<file path="src/hdl/esphv_pkg.sv">
package esphv_pkg;

	localparam int HOLD_TIMER_BITS_DEF = 13;
	localparam int CFG_INDEX_W         = 2;
	localparam int CFG_DATA_W          = 13;
	localparam int LEVEL_W             = 8;
	localparam int FORCE_W             = 10;
	localparam int STEP_W              = 8;
	localparam int HOLD_STEP_W         = 8;
	localparam int BASE_W              = 13;

	localparam logic [LEVEL_W-1:0]     LEVEL_MAX        = 8'd255;
	localparam logic [STEP_W-1:0]      STEP_SIZE_RST    = 8'd15;
	localparam logic [FORCE_W-1:0]     FORCE_THRESH_RST = 10'd150;
	localparam logic [HOLD_STEP_W-1:0] HOLD_STEP_RST    = 8'd20;
	localparam logic [BASE_W-1:0]      BASE_HOLD_RST    = 13'd5100;

	typedef enum logic [CFG_INDEX_W-1:0] {
		REG_STEP_SIZE        = 2'd0,
		REG_FORCE_THRESHOLD  = 2'd1,
		REG_HOLD_MS_PER_STEP = 2'd2,
		REG_BASE_HOLD_MS     = 2'd3
	} cfg_reg_t;

	typedef struct packed {
		logic [STEP_W-1:0]      step_size;
		logic [FORCE_W-1:0]     force_threshold;
		logic [HOLD_STEP_W-1:0] hold_ms_per_step;
		logic [BASE_W-1:0]      base_hold_ms;
	} cfg_t;

	typedef struct packed {
		logic               button_level;
		logic               intensity_clk;
		logic               intensity_dt;
		logic               sensitivity_clk;
		logic               sensitivity_dt;
		logic [FORCE_W-1:0] force_a_raw;
		logic [FORCE_W-1:0] force_b_raw;
	} in_item_t;

	typedef struct packed {
		logic [LEVEL_W-1:0] vibration_level;
		logic [LEVEL_W-1:0] intensity_led;
		logic [LEVEL_W-1:0] sensitivity_led;
		logic               power_led;
	} out_item_t;

endpackage

</file>
<file path="src/hdl/esphv_if.sv">
interface esphv_in_if;
	logic       valid;
	logic       ready;
	logic       button_level;
	logic       intensity_clk;
	logic       intensity_dt;
	logic       sensitivity_clk;
	logic       sensitivity_dt;
	logic [9:0] force_a_raw;
	logic [9:0] force_b_raw;

	modport source (
		output valid, button_level, intensity_clk, intensity_dt,
		output sensitivity_clk, sensitivity_dt, force_a_raw, force_b_raw,
		input  ready
	);
	modport sink (
		input  valid, button_level, intensity_clk, intensity_dt,
		input  sensitivity_clk, sensitivity_dt, force_a_raw, force_b_raw,
		output ready
	);
endinterface

interface esphv_out_if;
	logic       valid;
	logic       ready;
	logic [7:0] vibration_level;
	logic [7:0] intensity_led;
	logic [7:0] sensitivity_led;
	logic       power_led;

	modport source (
		output valid, vibration_level, intensity_led, sensitivity_led, power_led,
		input  ready
	);
	modport sink (
		input  valid, vibration_level, intensity_led, sensitivity_led, power_led,
		output ready
	);
endinterface

</file>
<file path="src/hdl/esphv_cfg.sv">
module esphv_cfg import esphv_pkg::*; (
	input  logic                   clk,
	input  logic                   arst_n,
	input  logic                   cfg_we,
	input  logic [CFG_INDEX_W-1:0] cfg_index,
	input  logic [CFG_DATA_W-1:0]  cfg_data,
	output cfg_t                   cfg
);

	cfg_t cfg_q;

	always_ff @(posedge clk or negedge arst_n) begin
		if (!arst_n) begin
			cfg_q.step_size        <= STEP_SIZE_RST;
			cfg_q.force_threshold  <= FORCE_THRESH_RST;
			cfg_q.hold_ms_per_step <= HOLD_STEP_RST;
			cfg_q.base_hold_ms     <= BASE_HOLD_RST;
		end else if (cfg_we) begin
			unique case (cfg_reg_t'(cfg_index))
				REG_STEP_SIZE:        cfg_q.step_size        <= cfg_data[STEP_W-1:0];
				REG_FORCE_THRESHOLD:  cfg_q.force_threshold  <= cfg_data[FORCE_W-1:0];
				REG_HOLD_MS_PER_STEP: cfg_q.hold_ms_per_step <= cfg_data[HOLD_STEP_W-1:0];
				REG_BASE_HOLD_MS:     cfg_q.base_hold_ms     <= cfg_data[BASE_W-1:0];
			endcase
		end
	end

	assign cfg = cfg_q;

endmodule

</file>
<file path="src/hdl/esphv_core.sv">
module esphv_core import esphv_pkg::*; #(
	parameter int HOLD_TIMER_BITS = HOLD_TIMER_BITS_DEF
) (
	input  logic      clk,
	input  logic      arst_n,
	input  logic      adv,
	input  in_item_t  item,
	input  cfg_t      cfg,
	output out_item_t res
);

	localparam int CMP_W = (HOLD_TIMER_BITS > BASE_W) ? HOLD_TIMER_BITS : BASE_W;
	localparam int CUT_W = HOLD_STEP_W + LEVEL_W;

	function automatic logic [LEVEL_W-1:0] knob_step(
		input logic [LEVEL_W-1:0] level,
		input logic [STEP_W-1:0]  step,
		input logic               dt
	);
		logic [LEVEL_W:0] sum;
		logic [LEVEL_W:0] diff;
		sum  = {1'b0, level} + {1'b0, step};
		diff = {1'b0, level} - {1'b0, step};
		if (!dt)
			knob_step = sum[LEVEL_W] ? LEVEL_MAX : sum[LEVEL_W-1:0];
		else
			knob_step = diff[LEVEL_W] ? '0 : diff[LEVEL_W-1:0];
	endfunction

	logic                       active_q, last_button_q, consumed_q;
	logic                       last_iclk_q, last_sclk_q, pressing_q;
	logic [LEVEL_W-1:0]         intensity_q, sensitivity_q, drive_q;
	logic [HOLD_TIMER_BITS-1:0] hold_q;

	logic                       active_d, consumed_d, last_iclk_d, last_sclk_d, pressing_d;
	logic [LEVEL_W-1:0]         intensity_d, sensitivity_d, drive_d;
	logic [HOLD_TIMER_BITS-1:0] hold_d, hold_cur;
	logic                       toggle, press;
	logic [FORCE_W-1:0]         force_a, force_b;
	logic [CUT_W-1:0]           cut;
	logic [BASE_W-1:0]          need;

	always_comb begin
		toggle      = !item.button_level && last_button_q && !consumed_q;
		active_d    = active_q ^ toggle;
		consumed_d  = item.button_level ? 1'b0 : (toggle | consumed_q);
		drive_d     = (toggle && !active_d) ? '0 : drive_q;
		last_iclk_d = last_iclk_q;
		last_sclk_d = last_sclk_q;
		intensity_d   = intensity_q;
		sensitivity_d = sensitivity_q;
		pressing_d  = pressing_q;
		hold_d      = hold_q;
		force_a     = ~item.force_a_raw;
		force_b     = ~item.force_b_raw;
		press       = (force_a > cfg.force_threshold) || (force_b > cfg.force_threshold);
		hold_cur    = pressing_q ? hold_q : '0;
		res         = '0;

		if (active_d) begin
			if (!last_iclk_q && item.intensity_clk)
				intensity_d = knob_step(intensity_q, cfg.step_size, item.intensity_dt);
			if (!last_sclk_q && item.sensitivity_clk)
				sensitivity_d = knob_step(sensitivity_q, cfg.step_size, item.sensitivity_dt);
			last_iclk_d = item.intensity_clk;
			last_sclk_d = item.sensitivity_clk;
		end

		cut  = CUT_W'(cfg.hold_ms_per_step) * CUT_W'(sensitivity_d);
		need = (cut >= CUT_W'(cfg.base_hold_ms)) ? '0
			: BASE_W'(CUT_W'(cfg.base_hold_ms) - cut);

		if (active_d) begin
			if (press) begin
				pressing_d = 1'b1;
				if (CMP_W'(hold_cur) >= CMP_W'(need))
					drive_d = intensity_d;
				hold_d = (&hold_cur) ? hold_cur : hold_cur + 1'b1;
			end else begin
				drive_d    = '0;
				pressing_d = 1'b0;
				hold_d     = '0;
			end
			res.vibration_level = drive_d;
			res.intensity_led   = intensity_d;
			res.sensitivity_led = sensitivity_d;
			res.power_led       = 1'b1;
		end
	end

	always_ff @(posedge clk or negedge arst_n) begin
		if (!arst_n) begin
			active_q      <= 1'b0;
			last_button_q <= 1'b1;
			consumed_q    <= 1'b0;
			last_iclk_q   <= 1'b1;
			last_sclk_q   <= 1'b1;
			intensity_q   <= '0;
			sensitivity_q <= '0;
			pressing_q    <= 1'b0;
			hold_q        <= '0;
			drive_q       <= '0;
		end else if (adv) begin
			active_q      <= active_d;
			last_button_q <= item.button_level;
			consumed_q    <= consumed_d;
			last_iclk_q   <= last_iclk_d;
			last_sclk_q   <= last_sclk_d;
			intensity_q   <= intensity_d;
			sensitivity_q <= sensitivity_d;
			pressing_q    <= pressing_d;
			hold_q        <= hold_d;
			drive_q       <= drive_d;
		end
	end

endmodule

</file>
<file path="src/hdl/encoder_set_press_hold_vibration.sv">
// Haptic press controller, one item per millisecond tick of sampled pins.
// Channel sample (sink): button, two encoder clock/data pairs and two raw
// force samples. Channel result (source): vibration duty, the two LED levels
// and the power LED, exactly one result item per sample item.
// Configuration: write cfg_data to register cfg_index while cfg_we is high
// (0 step size, 1 force threshold, 2 hold ms per step, 3 base hold ms);
// write only while no item is in flight.
// Path: a sample accepted into the sample register is processed by the core
// into the result register when it advances, and offered from there on.
// Throughput: one item per cycle unless result stalls; the controller
// state advances in a single registered pass, sample to result register.
// Stall: while result is held, the result register keeps its item, the
// sample register can still fill once, and sample.ready falls after that.
// Reset: configuration returns to its defaults, the system is off, both
// levels are zero and the pipeline is empty.
module encoder_set_press_hold_vibration import esphv_pkg::*; #(
	parameter int HOLD_TIMER_BITS = HOLD_TIMER_BITS_DEF
) (
	input  logic                   clk,
	input  logic                   arst_n,
	input  logic                   cfg_we,
	input  logic [CFG_INDEX_W-1:0] cfg_index,
	input  logic [CFG_DATA_W-1:0]  cfg_data,
	esphv_in_if.sink               sample,
	esphv_out_if.source            result
);

	cfg_t      cfg;
	in_item_t  item_s1;
	logic      valid_s1;
	out_item_t res_comb, res_s2;
	logic      valid_s2;
	logic      adv_s2, take;

	assign adv_s2       = valid_s1 && (!valid_s2 || result.ready);
	assign take         = sample.valid && sample.ready;
	assign sample.ready = !valid_s1 || adv_s2;

	esphv_cfg u_cfg (
		.clk       (clk),
		.arst_n    (arst_n),
		.cfg_we    (cfg_we),
		.cfg_index (cfg_index),
		.cfg_data  (cfg_data),
		.cfg       (cfg)
	);

	esphv_core #(
		.HOLD_TIMER_BITS (HOLD_TIMER_BITS)
	) u_core (
		.clk    (clk),
		.arst_n (arst_n),
		.adv    (adv_s2),
		.item   (item_s1),
		.cfg    (cfg),
		.res    (res_comb)
	);

	always_ff @(posedge clk or negedge arst_n) begin
		if (!arst_n) begin
			valid_s1 <= 1'b0;
			valid_s2 <= 1'b0;
		end else begin
			if (sample.ready)
				valid_s1 <= sample.valid;
			if (adv_s2)
				valid_s2 <= 1'b1;
			else if (result.ready)
				valid_s2 <= 1'b0;
		end
	end

	always_ff @(posedge clk) begin
		if (take) begin
			item_s1.button_level    <= sample.button_level;
			item_s1.intensity_clk   <= sample.intensity_clk;
			item_s1.intensity_dt    <= sample.intensity_dt;
			item_s1.sensitivity_clk <= sample.sensitivity_clk;
			item_s1.sensitivity_dt  <= sample.sensitivity_dt;
			item_s1.force_a_raw     <= sample.force_a_raw;
			item_s1.force_b_raw     <= sample.force_b_raw;
		end
		if (adv_s2)
			res_s2 <= res_comb;
	end

	assign result.valid           = valid_s2;
	assign result.vibration_level = res_s2.vibration_level;
	assign result.intensity_led   = res_s2.intensity_led;
	assign result.sensitivity_led = res_s2.sensitivity_led;
	assign result.power_led       = res_s2.power_led;

	a_off_zero: assert property (@(posedge clk) disable iff (!arst_n)
		valid_s2 && !res_s2.power_led |->
			res_s2.vibration_level == '0 && res_s2.intensity_led == '0
			&& res_s2.sensitivity_led == '0)
		else $error("result while off carries non-zero levels");

	a_empty_ready: assert property (@(posedge clk) disable iff (!arst_n)
		!valid_s2 |-> sample.ready)
		else $error("sample stalled with empty result register");

	a_s1_hold: assert property (@(posedge clk) disable iff (!arst_n)
		valid_s1 && !adv_s2 |=> valid_s1)
		else $error("pending item dropped from sample register");

	a_adv_fill: assert property (@(posedge clk) disable iff (!arst_n)
		adv_s2 |=> valid_s2)
		else $error("processed item not offered on result");

endmodule
</file>
<file path="src/flat_wrapper.sv">
// flat-port wrapper written by rule: the top's interface ports become plain ports
module encoder_set_press_hold_vibration_flat import esphv_pkg::*;
#(
	parameter int HOLD_TIMER_BITS = HOLD_TIMER_BITS_DEF
)
  (clk, arst_n, cfg_we, cfg_index, cfg_data, sample_valid, sample_button_level, sample_intensity_clk, sample_intensity_dt, sample_sensitivity_clk, sample_sensitivity_dt, sample_force_a_raw, sample_force_b_raw, sample_ready, result_valid, result_vibration_level, result_intensity_led, result_sensitivity_led, result_power_led, result_ready);
  esphv_in_if sample_i ();
  esphv_out_if result_i ();
  input  logic clk;
  input  logic arst_n;
  input  logic cfg_we;
  input  logic [CFG_INDEX_W-1:0] cfg_index;
  input  logic [CFG_DATA_W-1:0] cfg_data;
  input wire logic [$bits(sample_i.valid)-1:0] sample_valid;
  input wire logic [$bits(sample_i.button_level)-1:0] sample_button_level;
  input wire logic [$bits(sample_i.intensity_clk)-1:0] sample_intensity_clk;
  input wire logic [$bits(sample_i.intensity_dt)-1:0] sample_intensity_dt;
  input wire logic [$bits(sample_i.sensitivity_clk)-1:0] sample_sensitivity_clk;
  input wire logic [$bits(sample_i.sensitivity_dt)-1:0] sample_sensitivity_dt;
  input wire logic [$bits(sample_i.force_a_raw)-1:0] sample_force_a_raw;
  input wire logic [$bits(sample_i.force_b_raw)-1:0] sample_force_b_raw;
  output wire logic [$bits(sample_i.ready)-1:0] sample_ready;
  output wire logic [$bits(result_i.valid)-1:0] result_valid;
  output wire logic [$bits(result_i.vibration_level)-1:0] result_vibration_level;
  output wire logic [$bits(result_i.intensity_led)-1:0] result_intensity_led;
  output wire logic [$bits(result_i.sensitivity_led)-1:0] result_sensitivity_led;
  output wire logic [$bits(result_i.power_led)-1:0] result_power_led;
  input wire logic [$bits(result_i.ready)-1:0] result_ready;
  assign sample_i.valid = sample_valid;
  assign sample_i.button_level = sample_button_level;
  assign sample_i.intensity_clk = sample_intensity_clk;
  assign sample_i.intensity_dt = sample_intensity_dt;
  assign sample_i.sensitivity_clk = sample_sensitivity_clk;
  assign sample_i.sensitivity_dt = sample_sensitivity_dt;
  assign sample_i.force_a_raw = sample_force_a_raw;
  assign sample_i.force_b_raw = sample_force_b_raw;
  assign sample_ready = sample_i.ready;
  assign result_valid = result_i.valid;
  assign result_vibration_level = result_i.vibration_level;
  assign result_intensity_led = result_i.intensity_led;
  assign result_sensitivity_led = result_i.sensitivity_led;
  assign result_power_led = result_i.power_led;
  assign result_i.ready = result_ready;
  encoder_set_press_hold_vibration #(.HOLD_TIMER_BITS(HOLD_TIMER_BITS)) u_core (.clk(clk), .arst_n(arst_n), .cfg_we(cfg_we), .cfg_index(cfg_index), .cfg_data(cfg_data), .sample(sample_i), .result(result_i));
endmodule
</file>
<file path="config.mk">
export PLATFORM = sky130hd
export DESIGN_NAME = encoder_set_press_hold_vibration_flat
export DESIGN_NICKNAME = d
export VERILOG_FILES = /design/src/hdl/esphv_pkg.sv /design/src/hdl/esphv_if.sv /design/src/hdl/esphv_cfg.sv /design/src/hdl/esphv_core.sv /design/src/hdl/encoder_set_press_hold_vibration.sv /design/src/flat_wrapper.sv
export SDC_FILE = /design/constraint.sdc
export NUM_CORES = 1
export LEC_CHECK = 0
export BUFFER_PORTS_ARGS = -buffer_cell sky130_fd_sc_hd__buf_4
export CELL_PAD_IN_SITES_DETAIL_PLACEMENT = 0
export CELL_PAD_IN_SITES_GLOBAL_PLACEMENT = 1
export CORE_MARGIN = 2
export CORE_UTILIZATION = 49
export DETAILED_ROUTE_END_ITERATION = 12
export GPL_TIMING_DRIVEN = 1
export PLACE_DENSITY_LB_ADDON = 0.25
export RECOVER_POWER = 50
export SYNTH_ARGS = -nofsm -noshare
export SYNTH_HDL_FRONTEND = slang
export SYNTH_SLANG_ARGS = --single-unit
export TNS_END_PERCENT = 50
</file>
<file path="constraint.sdc">
create_clock -name clk -period 12.84 [get_ports clk]
set_input_delay 1.926 -clock clk [delete_from_list [all_inputs] [get_ports clk]]
set_output_delay 1.926 -clock clk [all_outputs]
set_load 0.005 [all_outputs]
</file>
==> metrics.csv, run 1 <==
stage;metric;value;unit
status;status;finished with violations;
status;violations;max-capacitance violations, max-slew violations;
detailed_routing;first_iter_violations;550;
grt;gr-usage-met2;0.377;
critical_path;critPathLaunchType;register;
logic_synthesis;yosys.area.top_type_share;0.147;
clocking;cts_sinks;134;
worst_hold_path;hold_class;register to register;
floorplanning;die_x;154;µm
logic_synthesis;ys_types;74;
timing;finalMaxSlewViolations;87;
timing;rsz0062_at_grt;false;
clocking;cts_root_buffer;clkbuf_16;
timing;fin_skew;11.4;ps
worst_hold_path;hold_start;u_core.u_core.last_iclk_q;
clocking;htreeDepth;4;
logic_synthesis;syn_area_per_cell;9.62;µm²
logic_synthesis;yosys.area.top_type;ha_1;
detailed_routing;wl;26900;µm
timing;hold_viol;0;
floorplanning;dieArea;0.0236;mm²
logic_synthesis;synth_area_leaders;ha_1, dfrtp_1, edfxtp_1;
clocking;cts_made_buffers;17;
critical_path;cp_slowest_cell;o41ai_1;
critical_path;r2r-start;u_core.u_core.last_button_q;
floorplanning;die_h;154;µm
grt;met3_usage;0.0327;
critical_path;slowest_delay;750;ps
timing;fmax;95.8;MHz
logic_synthesis;syn_nets;1355;
clocking;ctsHoldBuffers;0;
clocking;cts_tree;done;
critical_path;r2r_end;u_core.u_core.drive_q[7];
logic_synthesis;synth_sequential_area_ratio;0.331;
grt;grt_util_all_layers;0.236;
layout;layout-drive-gt1-share;0.148;
detailed_routing;via_count;8504;
floorplanning;io-pin-count;72;
critical_path;ff2ff_path_depth;35;
logic_synthesis;synth_common_cells;inv_1, ha_1, nand2_1, and2_1, dfrtp_1;
floorplanning;initial_core_util;0.501;
place;io_buffers;71;
critical_path;worst-path-max-fanout;19;
critical_path;rrSetupSlack;2400;ps
critical_path;path_buf_inv;4;
logic_synthesis;syn_inst;1140;
detailed_routing;drc_errors;0;
layout;syn2layout_area_growth;12.9;%
clocking;clockBufferDepth;2;
grt;grt-busiest-layer;met2;
critical_path;required;13150;ps
clocking;clk_pin_slew_worst_paths;70;ps
logic_synthesis;ys_ff_latch;134;
grt;use_met1;0.336;
timing;fin_crit_sh;0.813;
place;routabilityCongestion;0.871;
logic_synthesis;yosys_warnings;0;
detailed_routing;wl_per_cell;17.9;µm
logic_synthesis;async_flop_share;0.627;
timing;min_period;10440;ps
layout;antenna_cells;0;
logic_synthesis;ys.flop_type;dfrtp_1;
run;drv_cap;2;
grt;grt_pass1_vias;8520;
critical_path;crit_path_start;u_core.u_core.last_button_q;
detailed_routing;ant_nets;0;
layout;n_fill_cell;1966;
place;post-dp-hpwl;20400;µm
timing;setup_tns;0;ps
timing;setup_violations;0;
grt;antenna_found_initial;0;
detailed_routing;firstDrtPassIters;5;
clocking;clkLatencyLatePin;420;ps
layout;final_nets;1422;
logic_synthesis;synth_area;0.0110;mm²
critical_path;crit_path_end_kind;register;
detailed_routing;vias_per_cell;5.67;
worst_hold_path;holdPathStages;2;
floorplanning;core;0.0219;mm²
critical_path;criticalPathCategory;register to register;
logic_synthesis;synth.most_common_cell;inv_1;
critical_path;crit_family;compound AO/OA/AOI/OAI gates;
floorplanning;row_count;54;
timing;slew_headroom;-1.17;
clocking;cts_resized;0;
grt;overflow;0;
clocking;postCtsSetupRepairBufs;0;
grt;grt_max_degree;60;
grt;grt_pass1_wl;44400;µm
timing;tightest_slew;3260;ps
logic_synthesis;synth-edff-count;50;
critical_path;worstPathArrival;10750;ps
worst_hold_path;min_to;u_core.u_core.last_iclk_q;
how the worst max path moves through the flow:
stage | slack (ps) | endpoint | cells after the start
final | 2400 | u_core.u_core.drive_q[7] | 35
after CTS | 2370 | u_core.u_core.drive_q[7] | 35
after global placement | 2760 | u_core.u_core.drive_q[7] | 36
after floorplan | 3790 | u_core.u_core.drive_q[2] | 37
after detailed placement | 2400 | u_core.u_core.drive_q[7] | 34
after global routing | 1550 | u_core.u_core.drive_q[7] | 35
worst register-to-register path, delay by kind of cell, from the launching register on:
| kind | cells | cell delay [ps] |
|---|---|---|
| AO/OA/AOI/OAI | 15 | 4060 |
| adder cells (fa/ha/maj) | 8 | 3570 |
| AND/OR/NAND/NOR | 7 | 1600 |
| flip-flops | 1 | 540 |
| buffers and inverters | 4 | 400 |
| XOR/XNOR | 1 | 150 |
cell usage in the layout (no fill, tap or decap), types with 41 or more instances in the layout:
master    netlist  routed
and2_1         65      64
nand2_1       105     105
a21oi_1        49      49
inv_1         145     145
buf_4           0      45
o21ai_0        41      41
dfrtp_1        63      63
nor2_1         45      45
ha_1          129     129
edfxtp_1       50      50
fa_1           41      41
flip-flops by register name (all words and copies together) (netlist names):
name                           count
u_core.u_core.consumed_q           1
u_core.u_core.pressing_q           1
u_core.result.intensity_led        8
u_core.u_cfg.cfg                  39
u_core.valid_s1                    1
u_core.result.sensitivity_led      8
u_core.result.power_led            1
u_core.u_core.intensity_q          8
u_core.u_core.drive_q              8
u_core.u_core.last_iclk_q          1
u_core.result.valid                1
u_core.result.vibration_level      8
u_core.u_core.active_q             1
u_core.u_core.last_button_q        1
u_core.u_core.sensitivity_q        8
u_core.u_core.hold_q              13
u_core.u_core.last_sclk_q          1
u_core.item_s1                    25
cell type report:
cell class	instances	area (µm²)	share of cell area
Inverter	145	544	0.0440
Timing Repair Buffer	76	548	0.0443
Clock buffer	17	425	0.0344
Multi-Input combinational cell	833	6680	0.539
Sequential cell	134	3630	0.293
Tap cell	280	350	0.0283
Clock inverter	15	204	0.0165
per-stage QoR:
stage | instances | cell area [µm²] | setup WS (ps) | hold slack (ps) | utilization
after floorplan | 1140 | 11000 | 3790 | 436 | -
after global placement | 1468 | 11800 | 2760 | 443 | 0.538
after detailed placement | 1468 | 11800 | 2400 | 452 | 0.538
after CTS | 1500 | 12400 | 2370 | 458 | 0.566
after global routing | 1500 | 12400 | 1550 | 499 | 0.565
final | 1500 | 12400 | 2400 | 464 | 0.565
logic make-up after synthesis:
logic type,count (synthesis),share of synthesized area
mux,39,0.0399
fa+ha+maj,170,0.222
simple gates,367,0.175
compound gates,240,0.158
buf+inv,173,0.0599
xor+xnor,17,0.0136
flops,134,0.331
metal layers:
metal	share of wire	wire, µm
met1	0.47	12700
met4	0.019	521
met5	0	0
met2	0.46	12200
met3	0.052	1390
Power of run 1 is left out: the tool's default activity adds up to more than one toggle a clock period on the data nets, which glitch-free logic cannot reach.
==> run 2, diff against run 1 <==
- ABC_AREA: default -> 1
- CORE_UTILIZATION: 49 -> 42
- clock period: 12.84 -> 9 ns (I/O delays scaled with it)
==> run 2 against run 1 <==
Net effect: the run still ends with max-capacitance violations, max-slew violations left; utilization fell by 7.2 points; critical endpoint is now u_core.result.vibration_level[5]; critical path depth rose by 10; clock skew rose by 4.1 ps; highest routed layer unchanged.
==> metrics.csv, run 2 <==
stage;metric;value;unit
logic_synthesis;synth.most_common_cell;nand2_1;
run;drv_cap;2;
logic_synthesis;synth-simple-area-share;0.211;
worst_hold_path;hold_start;u_core.u_core.hold_q[5];
critical_path;rrSetupSlack;580;ps
clocking;cts_sinks;134;
floorplanning;dieArea;0.0278;mm²
clocking;clkLatencyLatePin;440;ps
logic_synthesis;syn_area_per_cell;7.99;µm²
critical_path;required;9190;ps
clocking;clk_pin_slew_worst_paths;70;ps
logic_synthesis;yosys_warnings;0;
status;status;finished with violations;
timing;slew_headroom;-1.91;
detailed_routing;wl;29600;µm
logic_synthesis;synthMuxAreaShare;0;
critical_path;slowest_delay;630;ps
layout;antenna_cells;0;
detailed_routing;vias_per_cell;5.13;
logic_synthesis;yosys.area.top_type;ha_1;
layout;final_nets;1695;
critical_path;worst-path-max-fanout;16;
place;io_buffers;71;
floorplanning;row_count;59;
place;routabilityCongestion;0.903;
status;violations;max-capacitance violations, max-slew violations;
critical_path;crit_path_end_kind;register;
layout;syn2layout_area_growth;15.4;%
logic_synthesis;synth_area_leaders;ha_1, dfrtp_1, edfxtp_1;
layout;final_util;0.493;
logic_synthesis;syn_nets;1610;
detailed_routing;ant_nets;0;
logic_synthesis;ys_types;47;
clocking;clockBufferDepth;2;
grt;grt_pass1_wl;49000;µm
timing;finalMaxSlewViolations;103;
timing;setup_violations;0;
critical_path;crit_top_cell;nand2_1;
layout;layout-drive-gt1-share;0.135;
logic_synthesis;synth_xor_area_frac;0.0314;
worst_hold_path;hold_class;register to register;
timing;min_period;8420;ps
detailed_routing;via_count;9370;
logic_synthesis;synth_top_family_by_area;adder cells;
timing;hold_viol;0;
logic_synthesis;synthAdderAreaFrac;0.219;
floorplanning;core;0.0261;mm²
critical_path;critPathLaunchType;register;
worst_hold_path;holdPathStages;2;
clocking;ctsHoldBuffers;0;
floorplanning;die_x;167;µm
clocking;cts_root_buffer;clkbuf_16;
timing;fin_skew;15.6;ps
critical_path;r2r-start;u_core.u_cfg.cfg[31];
grt;grt_max_degree;77;
layout;final_common_cell;nand2_1;
logic_synthesis;synth_sequential_area_ratio;0.326;
grt;grt_util_all_layers;0.220;
detailed_routing;wl_per_cell;16.2;µm
critical_path;cp_slowest_cell;dfstp_2;
logic_synthesis;ys_ff_latch;134;
worst_hold_path;min_to;u_core.u_core.hold_q[5];
grt;antenna_found_initial;0;
logic_synthesis;async_flop_share;0.627;
clocking;cts_tree;done;
layout;final_cell_mix;nand2_1, inv_1, ha_1;
critical_path;ff2ff_path_depth;45;
logic_synthesis;synth-edff-count;50;
logic_synthesis;synth_compound_area_frac;0.118;
logic_synthesis;syn_inst;1395;
layout;n_fill_cell;2548;
place;post-dp-hpwl;23200;µm
detailed_routing;drc_errors;0;
logic_synthesis;synth_common_cells;nand2_1, inv_1, ha_1, nor2_1, a21oi_1;
grt;overflow;0;
detailed_routing;firstDrtPassIters;5;
layout;largest_register_ffs;39;
floorplanning;initial_core_util;0.428;
floorplanning;die_h;167;µm
logic_synthesis;synth_area;0.0111;mm²
logic_synthesis;yosys.area.top_type_share;0.145;
timing;tightest_slew;4370;ps
timing;fin_crit_sh;0.935;
floorplanning;io-pin-count;72;
critical_path;criticalPathCategory;register to register;
clocking;cts_made_buffers;17;
critical_path;crit_path_start;u_core.u_cfg.cfg[31];
grt;grt_pass1_vias;9459;
detailed_routing;first_iter_violations;605;
critical_path;worstPathArrival;8610;ps
logic_synthesis;ys.flop_type;dfrtp_1;
timing;fmax;119;MHz
timing;holdWs;487;ps
clocking;htreeDepth;4;
critical_path;r2r_end;u_core.result.vibration_level[5];
[run 2: cell types whose count changed in the layout (fill, tap and decap cells not counted), sizes merged, moves of 20 or more]
cell   before  now
a22o       20    0
xor2        5   35
nor2b      22    0
and2       65    2
nand3      18   78
nor2       46  121
a21oi      50  114
nand2     105  281
o21ai      45   93
mux2       38    0
inv       155  247
[run 2: cell type report]
cell class	instances	area, µm²	share of cell area
inverters	244	926	0.0720
multi-input cells	988	6540	0.509
repair inverters	1	7.51	0.000584
repair buffers	94	699	0.0544
clock inverters	15	204	0.0159
well taps	335	419	0.0326
clock buffers	17	425	0.0331
flip-flops and latches	134	3630	0.282
[run 2: worst max path at each step]
stage	end	slack [ps]	cells after the start
6_report	u_core.result.vibration_level[5]	580	45
5_1_grt	u_core.result.vibration_level[5]	-40	46
2_1_floorplan	u_core.result.vibration_level[3]	1250	45
3_3_place_gp	u_core.result.vibration_level[5]	350	46
4_1_cts	u_core.result.vibration_level[5]	160	44
3_5_place_dp	u_core.result.vibration_level[7]	210	44
[run 2: cell families (layout without fill, tap and decap cells)]
family	after synthesis	after routing
simple gates	532	532
fa+ha+maj	170	170
flops	134	134
buf+inv	273	371
xor+xnor	40	40
compound gates	246	246
[run 2: routing by layer]
layer  global-route usage  wire length (µm)  share of wire
met5                    0                 0              0
met4               0.0648               752          0.025
met3               0.0335              1230          0.042
met2                0.367             13900           0.47
met1                0.295             13800           0.47
[run 2: through the flow]
stage | setup slack, ps | std cells | setup TNS, ps | cell area [µm²]
3_3_place_gp | 354 | 1786 | 0 | 12100
2_1_floorplan | 1250 | 1395 | 0 | 11100
6_report | 581 | 1828 | 0 | 12900
5_1_grt | -37.2 | 1828 | -160 | 12900
3_5_place_dp | 211 | 1786 | 0 | 12100
4_1_cts | 161 | 1818 | 0 | 12700
[run 2: what timing repair did]
action,4_1_cts,5_1_grt
gates resized for setup,0,30
setup buffers,0,9
hold endpoints to repair,0,0
endpoints found under the setup margin,0,16
[run 2: worst max-delay path, delay by kind of cell, from the launching register on]
kind            cells  cell delay (ps)
xor+xnor            1              180
fa+ha+maj           9             3620
simple gates       20             2010
buf+inv             8              840
compound gates      7              880
flops               1              630
Power of run 2 is left out for the same reason.
